[src/design/swsf_pkg.sv]
// ----------------------------------------------------------------------------
// Sine-window smoothing FIR: shared definitions
// Widths, the fixed tap weights, and the item types passed between the
// accept side, the job queue and the multiply-accumulate side.
// ----------------------------------------------------------------------------
package swsf_pkg;

   localparam int SAMPLE_W  = 24;
   localparam int COEF_W    = 17;
   localparam int FRAC_W    = 16;
   localparam int TAPS      = 9;
   localparam int LEAD_PAD  = (TAPS - 1) / 2;
   localparam int TRAIL_PAD = TAPS - 1 - LEAD_PAD;

   // seen holds 0 .. TAPS-1, the edge offset 0 .. TRAIL_PAD.
   localparam int SEEN_W = $clog2(TAPS);
   localparam int EDGE_W = $clog2(TRAIL_PAD + 1);
   // Signed window offset before clamping, range -TRAIL_PAD .. TAPS-1.
   localparam int IDX_W  = SEEN_W + 1;

   // A 24 x 18 signed product; nine of them cannot overflow this width.
   localparam int PROD_W     = SAMPLE_W + COEF_W + 1;
   localparam int ACC_W      = PROD_W;
   localparam int GROUP_SIZE = 3;
   localparam int GROUPS     = TAPS / GROUP_SIZE;

   localparam int JOB_DEPTH = 2;
   localparam int JOB_PTR_W = $clog2(JOB_DEPTH);
   localparam int JOB_CNT_W = $clog2(JOB_DEPTH + 1);
   localparam int RSP_DEPTH = 8;
   localparam int RSP_PTR_W = $clog2(RSP_DEPTH);
   localparam int RSP_CNT_W = $clog2(RSP_DEPTH + 1);

   // Unsigned Q1.16 weights: sin(pi*i/8) normalized to a sum of exactly 1.0,
   // rounded per tap, with the rounding residue folded into the center tap.
   localparam logic [COEF_W-1:0] TAP_WEIGHT [TAPS] = '{
      17'd0, 17'd4989, 17'd9218, 17'd12044, 17'd13034,
      17'd12044, 17'd9218, 17'd4989, 17'd0
   };

   typedef struct packed {
      logic signed [SAMPLE_W-1:0] sample;
      logic                       is_last;
   } req_type;

   typedef struct packed {
      logic signed [SAMPLE_W-1:0] smoothed;
      logic                       is_last_res;
   } rsp_type;

   // One unit of work for the back side: a window snapshot (newest at 0),
   // the number of earlier samples of the curve, and the first edge offset.
   typedef struct packed {
      logic [TAPS-1:0][SAMPLE_W-1:0] win;
      logic [SEEN_W-1:0]             seen;
      logic [EDGE_W-1:0]             e_first;
      logic                          last;
   } job_type;

endpackage

[src/design/swsf_front.sv]
// ----------------------------------------------------------------------------
// Sine-window smoothing FIR: accept side
// Takes samples, keeps the sample window and the per-curve count, and turns
// each sample that completes outputs into a job for the back side.
// ----------------------------------------------------------------------------
module swsf_front (
   input  logic              clock,
   input  logic              reset,
   input  logic              push,
   output logic              full,
   input  swsf_pkg::req_type req_item,
   input  logic              job_full,
   output logic              job_push,
   output swsf_pkg::job_type job_item
);
   import swsf_pkg::*;

   logic [TAPS-1:0][SAMPLE_W-1:0] win_ff, win_in;
   logic [SEEN_W-1:0]             seen_ff, seen_in;
   logic                          accept;
   logic                          reaches_center;

   assign full   = job_full;
   assign accept = push && !full;

   always_comb begin
      win_in         = {win_ff[TAPS-2:0], req_item.sample};
      reaches_center = seen_ff >= SEEN_W'(TRAIL_PAD);

      if (req_item.is_last) begin
         seen_in = '0;
      end else if (seen_ff == SEEN_W'(TAPS - 1)) begin
         seen_in = seen_ff;
      end else begin
         seen_in = seen_ff + SEEN_W'(1);
      end

      job_item.win  = win_in;
      job_item.seen = seen_ff;
      job_item.last = req_item.is_last;
      // A short curve flushes from its oldest sample.
      if (req_item.is_last && !reaches_center) begin
         job_item.e_first = seen_ff[EDGE_W-1:0];
      end else begin
         job_item.e_first = EDGE_W'(TRAIL_PAD);
      end

      job_push = accept && (req_item.is_last || reaches_center);
   end

   always_ff @(posedge clock) begin
      if (reset) begin
         seen_ff <= '0;
      end else if (accept) begin
         seen_ff <= seen_in;
      end
   end

   // Entries older than the current curve are never selected downstream.
   always_ff @(posedge clock) begin
      if (accept) begin
         win_ff <= win_in;
      end
   end

endmodule

[src/design/swsf_job_fifo.sv]
// ----------------------------------------------------------------------------
// Sine-window smoothing FIR: job queue
// A short first-word-fall-through queue that lets the accept side and the
// filter side stall independently.
// ----------------------------------------------------------------------------
module swsf_job_fifo (
   input  logic              clock,
   input  logic              reset,
   input  logic              job_push,
   input  swsf_pkg::job_type job_in,
   output logic              job_full,
   input  logic              job_pop,
   output swsf_pkg::job_type job_out,
   output logic              job_empty
);
   import swsf_pkg::*;

   job_type              mem_ff [JOB_DEPTH];
   logic [JOB_PTR_W-1:0] wr_ptr_ff;
   logic [JOB_PTR_W-1:0] rd_ptr_ff;
   logic [JOB_CNT_W-1:0] cnt_ff;

   assign job_full  = cnt_ff == JOB_CNT_W'(JOB_DEPTH);
   assign job_empty = cnt_ff == '0;
   assign job_out   = mem_ff[rd_ptr_ff];

   always_ff @(posedge clock) begin
      if (reset) begin
         wr_ptr_ff <= '0;
         rd_ptr_ff <= '0;
         cnt_ff    <= '0;
      end else begin
         if (job_push) begin
            wr_ptr_ff <= wr_ptr_ff + JOB_PTR_W'(1);
         end
         if (job_pop) begin
            rd_ptr_ff <= rd_ptr_ff + JOB_PTR_W'(1);
         end
         if (job_push && !job_pop) begin
            cnt_ff <= cnt_ff + JOB_CNT_W'(1);
         end else if (!job_push && job_pop) begin
            cnt_ff <= cnt_ff - JOB_CNT_W'(1);
         end
      end
   end

   always_ff @(posedge clock) begin
      if (job_push) begin
         mem_ff[wr_ptr_ff] <= job_in;
      end
   end

endmodule

[src/design/swsf_back.sv]
// ----------------------------------------------------------------------------
// Sine-window smoothing FIR: filter side
// Walks each job's edge offsets, one dot product per cycle while the result
// queue has room, via a three-stage multiply, partial-sum and round pipeline.
// ----------------------------------------------------------------------------
module swsf_back (
   input  logic              clock,
   input  logic              reset,
   input  swsf_pkg::job_type job_item,
   input  logic              job_empty,
   output logic              job_pop,
   output swsf_pkg::rsp_type rsp_item,
   output logic              empty,
   input  logic              pop
);
   import swsf_pkg::*;

   localparam logic signed [ACC_W-1:0] ROUND_HALF = ACC_W'(1) << (FRAC_W - 1);
   localparam logic signed [ACC_W-1:0] SAT_MAX =
      (ACC_W'(1) << (SAMPLE_W - 1)) - ACC_W'(1);
   localparam logic signed [ACC_W-1:0] SAT_MIN = -(ACC_W'(1) << (SAMPLE_W - 1));

   // Job sequencer.
   job_type           job_ff;
   logic              busy_ff;
   logic [EDGE_W-1:0] e_ff;
   logic              issue;
   logic              job_done;
   logic              credit_ok;

   // Operand selection and pipeline.
   logic signed [IDX_W-1:0]    idx [TAPS];
   logic [SEEN_W-1:0]          sel [TAPS];
   logic signed [SAMPLE_W-1:0] operand [TAPS];
   logic signed [PROD_W-1:0]   prod_in [TAPS];
   logic signed [PROD_W-1:0]   prod_ff [TAPS];
   logic                       v1_ff;
   logic                       last1_ff;
   logic signed [ACC_W-1:0]    part_in [GROUPS];
   logic signed [ACC_W-1:0]    part_ff [GROUPS];
   logic                       v2_ff;
   logic                       last2_ff;
   logic signed [ACC_W-1:0]    acc;
   logic signed [ACC_W-1:0]    rounded;
   logic signed [SAMPLE_W-1:0] sat;
   rsp_type                    rsp_in;

   // Result queue.
   rsp_type              rsp_mem_ff [RSP_DEPTH];
   logic [RSP_PTR_W-1:0] wr_ptr_ff;
   logic [RSP_PTR_W-1:0] rd_ptr_ff;
   logic [RSP_CNT_W-1:0] cnt_ff;
   logic [RSP_CNT_W-1:0] committed;
   logic                 rsp_pop;

   // An item is issued only if the queue has room for it once everything
   // already in the pipeline has landed.
   always_comb begin
      committed = cnt_ff + RSP_CNT_W'(v1_ff) + RSP_CNT_W'(v2_ff);
      credit_ok = committed < RSP_CNT_W'(RSP_DEPTH);
      issue     = busy_ff && credit_ok;
      job_done  = issue && (!job_ff.last || e_ff == '0);
      job_pop   = !job_empty && (!busy_ff || job_done);
   end

   always_ff @(posedge clock) begin
      if (reset) begin
         busy_ff <= 1'b0;
      end else if (job_pop) begin
         busy_ff <= 1'b1;
      end else if (job_done) begin
         busy_ff <= 1'b0;
      end
   end

   always_ff @(posedge clock) begin
      if (job_pop) begin
         job_ff <= job_item;
         e_ff   <= job_item.e_first;
      end else if (issue) begin
         e_ff <= e_ff - EDGE_W'(1);
      end
   end

   // Tap j reads sample e + LEAD_PAD - j, clamped to the samples of this
   // curve: below zero repeats the newest sample, beyond seen the oldest.
   always_comb begin
      for (int j = 0; j < TAPS; j++) begin
         idx[j] = $signed({{(IDX_W - EDGE_W){1'b0}}, e_ff}) + $signed(IDX_W'(LEAD_PAD))
                  - $signed(IDX_W'(j));
         if (idx[j][IDX_W-1]) begin
            sel[j] = '0;
         end else if (idx[j][SEEN_W-1:0] > job_ff.seen) begin
            sel[j] = job_ff.seen;
         end else begin
            sel[j] = idx[j][SEEN_W-1:0];
         end
         operand[j] = $signed(job_ff.win[sel[j]]);
         prod_in[j] = PROD_W'(operand[j] * $signed({1'b0, TAP_WEIGHT[j]}));
      end
   end

   always_comb begin
      for (int g = 0; g < GROUPS; g++) begin
         part_in[g] = prod_ff[g * GROUP_SIZE] + prod_ff[g * GROUP_SIZE + 1]
                      + prod_ff[g * GROUP_SIZE + 2];
      end
   end

   always_ff @(posedge clock) begin
      if (reset) begin
         v1_ff <= 1'b0;
         v2_ff <= 1'b0;
      end else begin
         v1_ff <= issue;
         v2_ff <= v1_ff;
      end
   end

   always_ff @(posedge clock) begin
      if (issue) begin
         prod_ff  <= prod_in;
         last1_ff <= job_ff.last && (e_ff == '0);
      end
      if (v1_ff) begin
         part_ff  <= part_in;
         last2_ff <= last1_ff;
      end
   end

   // Round to nearest with ties toward plus infinity, then saturate.
   always_comb begin
      acc     = part_ff[0] + part_ff[1] + part_ff[2];
      rounded = (acc + ROUND_HALF) >>> FRAC_W;
      if (rounded > SAT_MAX) begin
         sat = SAMPLE_W'(SAT_MAX);
      end else if (rounded < SAT_MIN) begin
         sat = SAMPLE_W'(SAT_MIN);
      end else begin
         sat = SAMPLE_W'(rounded);
      end
      rsp_in.smoothed    = sat;
      rsp_in.is_last_res = last2_ff;
   end

   assign empty    = cnt_ff == '0;
   assign rsp_pop  = pop && !empty;
   assign rsp_item = rsp_mem_ff[rd_ptr_ff];

   always_ff @(posedge clock) begin
      if (reset) begin
         wr_ptr_ff <= '0;
         rd_ptr_ff <= '0;
         cnt_ff    <= '0;
      end else begin
         if (v2_ff) begin
            wr_ptr_ff <= wr_ptr_ff + RSP_PTR_W'(1);
         end
         if (rsp_pop) begin
            rd_ptr_ff <= rd_ptr_ff + RSP_PTR_W'(1);
         end
         if (v2_ff && !rsp_pop) begin
            cnt_ff <= cnt_ff + RSP_CNT_W'(1);
         end else if (!v2_ff && rsp_pop) begin
            cnt_ff <= cnt_ff - RSP_CNT_W'(1);
         end
      end
   end

   always_ff @(posedge clock) begin
      if (v2_ff) begin
         rsp_mem_ff[wr_ptr_ff] <= rsp_in;
      end
   end

endmodule

[src/design/sine_window_smoothing_fir.sv]
// ----------------------------------------------------------------------------
// Sine-window smoothing FIR
// Nine-tap sine-window smoothing filter with edge replication at both ends
// of each curve; the last sample of a curve flushes the pending outputs.
// ----------------------------------------------------------------------------
// A sample crosses the job queue and job, product and partial-sum registers.
// Throughput: one sample per cycle while the job queue has room; a last sample
// keeps the shared multiply-accumulate unit busy for min(seen, 4) + 1 results.
// Reset clears the curve count, both queues and the pipeline valid bits;
// the sample window is not cleared, as stale entries are never selected.
module sine_window_smoothing_fir (
   input  logic              clock,
   input  logic              reset,
   input  logic              push,
   output logic              full,
   input  swsf_pkg::req_type req_item,
   output logic              empty,
   input  logic              pop,
   output swsf_pkg::rsp_type rsp_item
);
   import swsf_pkg::*;

   job_type job_in;
   job_type job_out;
   logic    job_push;
   logic    job_full;
   logic    job_pop;
   logic    job_empty;

   swsf_front u_front (
      .clock    (clock),
      .reset    (reset),
      .push     (push),
      .full     (full),
      .req_item (req_item),
      .job_full (job_full),
      .job_push (job_push),
      .job_item (job_in)
   );

   swsf_job_fifo u_job_fifo (
      .clock     (clock),
      .reset     (reset),
      .job_push  (job_push),
      .job_in    (job_in),
      .job_full  (job_full),
      .job_pop   (job_pop),
      .job_out   (job_out),
      .job_empty (job_empty)
   );

   swsf_back u_back (
      .clock     (clock),
      .reset     (reset),
      .job_item  (job_out),
      .job_empty (job_empty),
      .job_pop   (job_pop),
      .rsp_item  (rsp_item),
      .empty     (empty),
      .pop       (pop)
   );

   a_no_job_overflow : assert property (@(posedge clock) disable iff (reset)
      !(job_push && job_full))
      else $error("job queue written while full");

   a_no_job_underflow : assert property (@(posedge clock) disable iff (reset)
      !(job_pop && job_empty))
      else $error("job queue read while empty");

   a_flush_within_curve : assert property (@(posedge clock) disable iff (reset)
      (job_push && job_in.last) |-> (job_in.e_first <= job_in.seen ||
                                     job_in.e_first == EDGE_W'(TRAIL_PAD)))
      else $error("flush starts beyond the samples of the curve");

   a_empty_after_reset : assert property (@(posedge clock)
      $past(reset) |-> empty)
      else $error("result queue not empty after reset");

endmodule

[config.mk]
export PLATFORM = sky130hd
export DESIGN_NAME = sine_window_smoothing_fir
export DESIGN_NICKNAME = d
export VERILOG_FILES = /design/src/design/swsf_pkg.sv /design/src/design/swsf_front.sv /design/src/design/swsf_job_fifo.sv /design/src/design/swsf_back.sv /design/src/design/sine_window_smoothing_fir.sv
export SDC_FILE = /design/constraint.sdc
export NUM_CORES = 2
export LEC_CHECK = 0
export BUFFER_PORTS_ARGS = -buffer_cell sky130_fd_sc_hd__buf_2
export CORE_MARGIN = 2
export CORE_UTILIZATION = 50
export CTS_CLUSTER_DIAMETER = 40
export DETAILED_ROUTE_END_ITERATION = 12
export PLACE_DENSITY = 0.68
export SLEW_MARGIN = 20
export SYNTH_ARGS = -nofsm -noshare
export SYNTH_HDL_FRONTEND = slang
export SYNTH_HIERARCHICAL = 1
export SYNTH_SLANG_ARGS = --single-unit
[constraint.sdc]
create_clock -name clock -period 14.7 [get_ports clock]
set_input_delay 4.41 -clock clock [delete_from_list [all_inputs] [get_ports clock]]
set_output_delay 4.41 -clock clock [all_outputs]
set_load 0.05 [all_outputs]
==> impl_metrics.tcl <==
set metrics [dict create \
    cts_max_path_buffers 3 \
    synthArstFlopShare_pct 0 \
    post-synth-top-area-cell "sky130_fd_sc_hd__edfxtp_1" \
    grt_util_met2_pct 42.8 \
    use_met1_pct 38.4 \
    fillCellCount 17800 \
    worstRegToRegCells 37 \
    clock_sink_count 1480 \
    critical_path_cell_count 37 \
    xor_xnor_fraction_of_synth_area_pct 3.43 \
    wl_um 312000 \
    timing.slew.headroom_pct 14.8 \
    rsz0062_at_grt "no" \
    route.detailed.drc 0 \
    data_required_critical_path_ns 15.32 \
    floorplan.die.height_um 473 \
    tritoncts.num_buffers 213 \
    post_drt_via_cell_ratio 5.88 \
    cts.repair.resized 0 \
    synth_most_common_cell "sky130_fd_sc_hd__edfxtp_1" \
    route.antenna.remaining_nets 0 \
    synth_commonest_cells "sky130_fd_sc_hd__edfxtp_1 (1455), sky130_fd_sc_hd__ha_1 (1165), sky130_fd_sc_hd__inv_1 (1136)" \
    cts_setup_buffers 0 \
    number_of_max_slew_violations_in_the_final_report 0 \
    tritoncts "built" \
    initial_antenna_violation_count 15 \
    grt-busiest-layer "met2" \
    max_cap_viol_count 0 \
    initialDrtViolationCount 7278 \
    gpl.final_weighted_congestion 1.02 \
    r2r_slack_ns 2.75 \
    syn2layout_area_growth_pct 10.9 \
    setup-tns-final_ns 0 \
    postSynthCellCount 9181 \
    synth_compound_area_share_pct 8.25 \
    hold-worst-slack_ns 0.419 \
    final-setup-viol-count 0 \
    largest_clock_skew_in_the_final_design_ns 0.0993 \
    drt_pass1_iterations 6 \
    timing.final.hold_violations 0 \
    groute.usage.overall_pct 27.9 \
    path_class "reg -> reg" \
    post_synth_num_cell_types 91 \
    via_count_of_the_first_global_routing_pass 73000 \
    synth_largest_type_area_fraction_pct 39.7 \
    initial_utilization_pct 50.2 \
    ys.flop_type "sky130_fd_sc_hd__edfxtp_1" \
    hold_depth 0 \
    floorplan.rows 172 \
    post-route-min-period_ns 11.95 \
    post_cts_hold_buffer_count 0 \
    muxShareOfSynthArea_pct 8.19 \
    h-tree-depth 4 \
    achievable-frequency_ghz 0.0837 \
    drive_above_1_share_pct 12.2 \
    synth_top_family_by_area "adder cells" \
    dieArea_um2 224000 \
    synth.cell_area_um2 110000 \
    global_route.overflow_total 0 \
    cp.buffers_inverters 7 \
    slowest_stage "sky130_fd_sc_hd__o21a_1" \
    worst-path-max-fanout 28 \
    grt_first_pass_wirelength_um 466000 \
    status "completed" \
    wl_per_cell_um 25.2 \
    timing.hold.worst.class "reg -> reg" \
    cp_data_arrival_time_ns 12.56 \
    synth_edf_count 1455 \
    synthTopCellsByArea "sky130_fd_sc_hd__edfxtp_1 (40%), sky130_fd_sc_hd__fa_1 (14%), sky130_fd_sc_hd__ha_1 (13%)" \
    seq_area_frac_synth_pct 40.2 \
    pin_count_of_the_biggest_net_entering_global_routing 177 \
    worst_path_largest_cell_delay_ns 0.86 \
    syn_avg_cell_area_um2 12.0 \
    cp_capture_type "flop" \
    fp.dieW_um 473 \
    finish.net_count 11300 \
    synthesized_area_fraction_occupied_by_adder_cells_pct 27.0 \
    family_of_cells_with_the_greatest_summed_delay_on_the_critical_path "compound AO/OA/AOI/OAI gates" \
    pin_count 56 \
    clock_latency_of_the_later_clocked_register_in_the_worst_skew_pair_ns 0.89 \
    final_min_period_over_clock_period_pct 81.3 \
    yosys.area_share.simple_pct 7.89 \
    grt.met3_usage_pct 5.26 \
    cts_root_buf "sky130_fd_sc_hd__clkbuf_16" \
    port-buffer-count 55 \
    cts.reportedPaths.clkPinSlew_ns 0.06 \
    placeableCoreArea_um2 219000 \
    ys_seq_elements 1480 \
    num_vias 73000 \
    detailed_place_hpwl_um 235000 \
    synth_warnings 6 \
    max_slew.worst_pin.slew_ns 1.27 \
    worstSetupStartpointType "flop" \
]
==> layer usage <==
| layer | share of wire (%) | vias up |
|---|---|---|
| li1 | - | 32900 |
| met2 | 45 | 3016 |
| met5 | 0.022 | - |
| met4 | 5.1 | 10 |
| met3 | 7.8 | 676 |
| met1 | 42 | 36300 |
==> cell families after synthesis <==
kind of cell,count (synthesis)
and+or+nand+nor,1958
adders and majority gates,1919
DFF,1480
buffers and inverters,1427
AOI/OAI and AO/OA,1404
muxes,564
xor gates and xnor gates,428
other,1
==> per-stage QoR <==
stage                     area (um2)  instances  util (%)  worst slack [ns]
after floorplan               110000       9184         -              3.67
after global placement        114000      12000      52.1              3.06
after detailed placement      114000      12000      52.1              2.95
after CTS                     122000      12400      55.6              2.89
after global routing          122000      12400      55.6              2.04
final                         122000      12400      55.6              2.75
==> cell type report <==
type                    instances  area (um2)  area share (%)
clock inverters               176        2270            1.86
clock buffers                 228        5390            4.41
inverters                    1138        4290            3.51
repair buffers                228        1680            1.37
well taps                    2871        3590            2.94
multi-input cells            6277       60600            49.6
flip-flops and latches       1480       44200            36.2
diodes                          5        12.5          0.0103
==> flip-flops by register name (all words and copies together) (netlist names), 3 cells and up, named ones only <==
| name | cells |
|---|---|
| u_back/rd_ptr_ff | 3 |
| u_back/part_ff | 125 |
| u_front/seen_ff | 4 |
| u_back/rsp_mem_ff | 200 |
| u_job_fifo/mem_ff | 448 |
| u_back/e_ff | 3 |
| u_back/job_ff | 221 |
| u_back/cnt_ff | 4 |
| u_back/prod_ff | 264 |
| u_front/job_item | 192 |
| u_back/wr_ptr_ff | 3 |
==> placed cells by master, fill, tap and decap left out, types with 18 or more instances in the layout <==
master,Yosys,routed
sky130_fd_sc_hd__buf_2,33,55
sky130_fd_sc_hd__nand2b_1,56,56
sky130_fd_sc_hd__clkinvlp_4,0,22
sky130_fd_sc_hd__clkinv_1,2,21
sky130_fd_sc_hd__xor2_1,147,147
sky130_fd_sc_hd__o211ai_1,31,31
sky130_fd_sc_hd__o31ai_1,18,18
sky130_fd_sc_hd__buf_4,26,166
sky130_fd_sc_hd__o21ai_1,13,32
sky130_fd_sc_hd__bufinv_16,0,27
sky130_fd_sc_hd__o21a_1,74,74
sky130_fd_sc_hd__inv_1,1136,1134
sky130_fd_sc_hd__edfxtp_1,1455,1455
sky130_fd_sc_hd__fa_1,754,754
sky130_fd_sc_hd__a21o_1,175,174
sky130_fd_sc_hd__clkbuf_16,0,213
sky130_fd_sc_hd__and3_1,123,123
sky130_fd_sc_hd__mux2_2,119,119
sky130_fd_sc_hd__nor2b_1,54,53
sky130_fd_sc_hd__o21ai_0,322,293
sky130_fd_sc_hd__nand2_1,1035,1035
sky130_fd_sc_hd__mux2i_1,90,84
sky130_fd_sc_hd__a311oi_1,77,77
sky130_fd_sc_hd__nor3_1,69,65
sky130_fd_sc_hd__inv_6,0,29
sky130_fd_sc_hd__o21bai_1,55,55
sky130_fd_sc_hd__nand3_1,289,289
sky130_fd_sc_hd__ha_1,1165,1165
sky130_fd_sc_hd__dfxtp_1,25,20
sky130_fd_sc_hd__a21oi_1,354,349
sky130_fd_sc_hd__mux4_2,192,192
sky130_fd_sc_hd__a211oi_1,43,39
sky130_fd_sc_hd__nor2_1,240,232
sky130_fd_sc_hd__clkinv_2,0,28
sky130_fd_sc_hd__a31oi_1,97,97
sky130_fd_sc_hd__xnor2_1,278,278
sky130_fd_sc_hd__mux2_4,160,160
==> final timing paths <==
kind	startpoint	endpoint
worst max-delay path	u_back/e_ff[0]$_DFFE_PP_	u_back/prod_ff[78]$_DFFE_PP_
worst min-delay path	u_front/job_item[215]$_DFFE_PP_	u_job_fifo/mem_ff[0][215]$_DFFE_PP_
worst max register to register	u_back/e_ff[0]$_DFFE_PP_	u_back/prod_ff[78]$_DFFE_PP_
worst min register to register	u_front/job_item[215]$_DFFE_PP_	u_job_fifo/mem_ff[0][215]$_DFFE_PP_
==> worst reg2reg max path, delay by kind of cell (launching register included) <==
family / cells / cell delay [ns]
flops: 1 / 0.82
simple gates: 7 / 0.95
buf+inv: 7 / 1.19
xor+xnor: 1 / 0.19
compound gates: 13 / 4.53
fa+ha+maj: 9 / 4.01
Power is not shown: default switching activity piles up to over one toggle a cycle in this logic, so the estimate is an artifact.
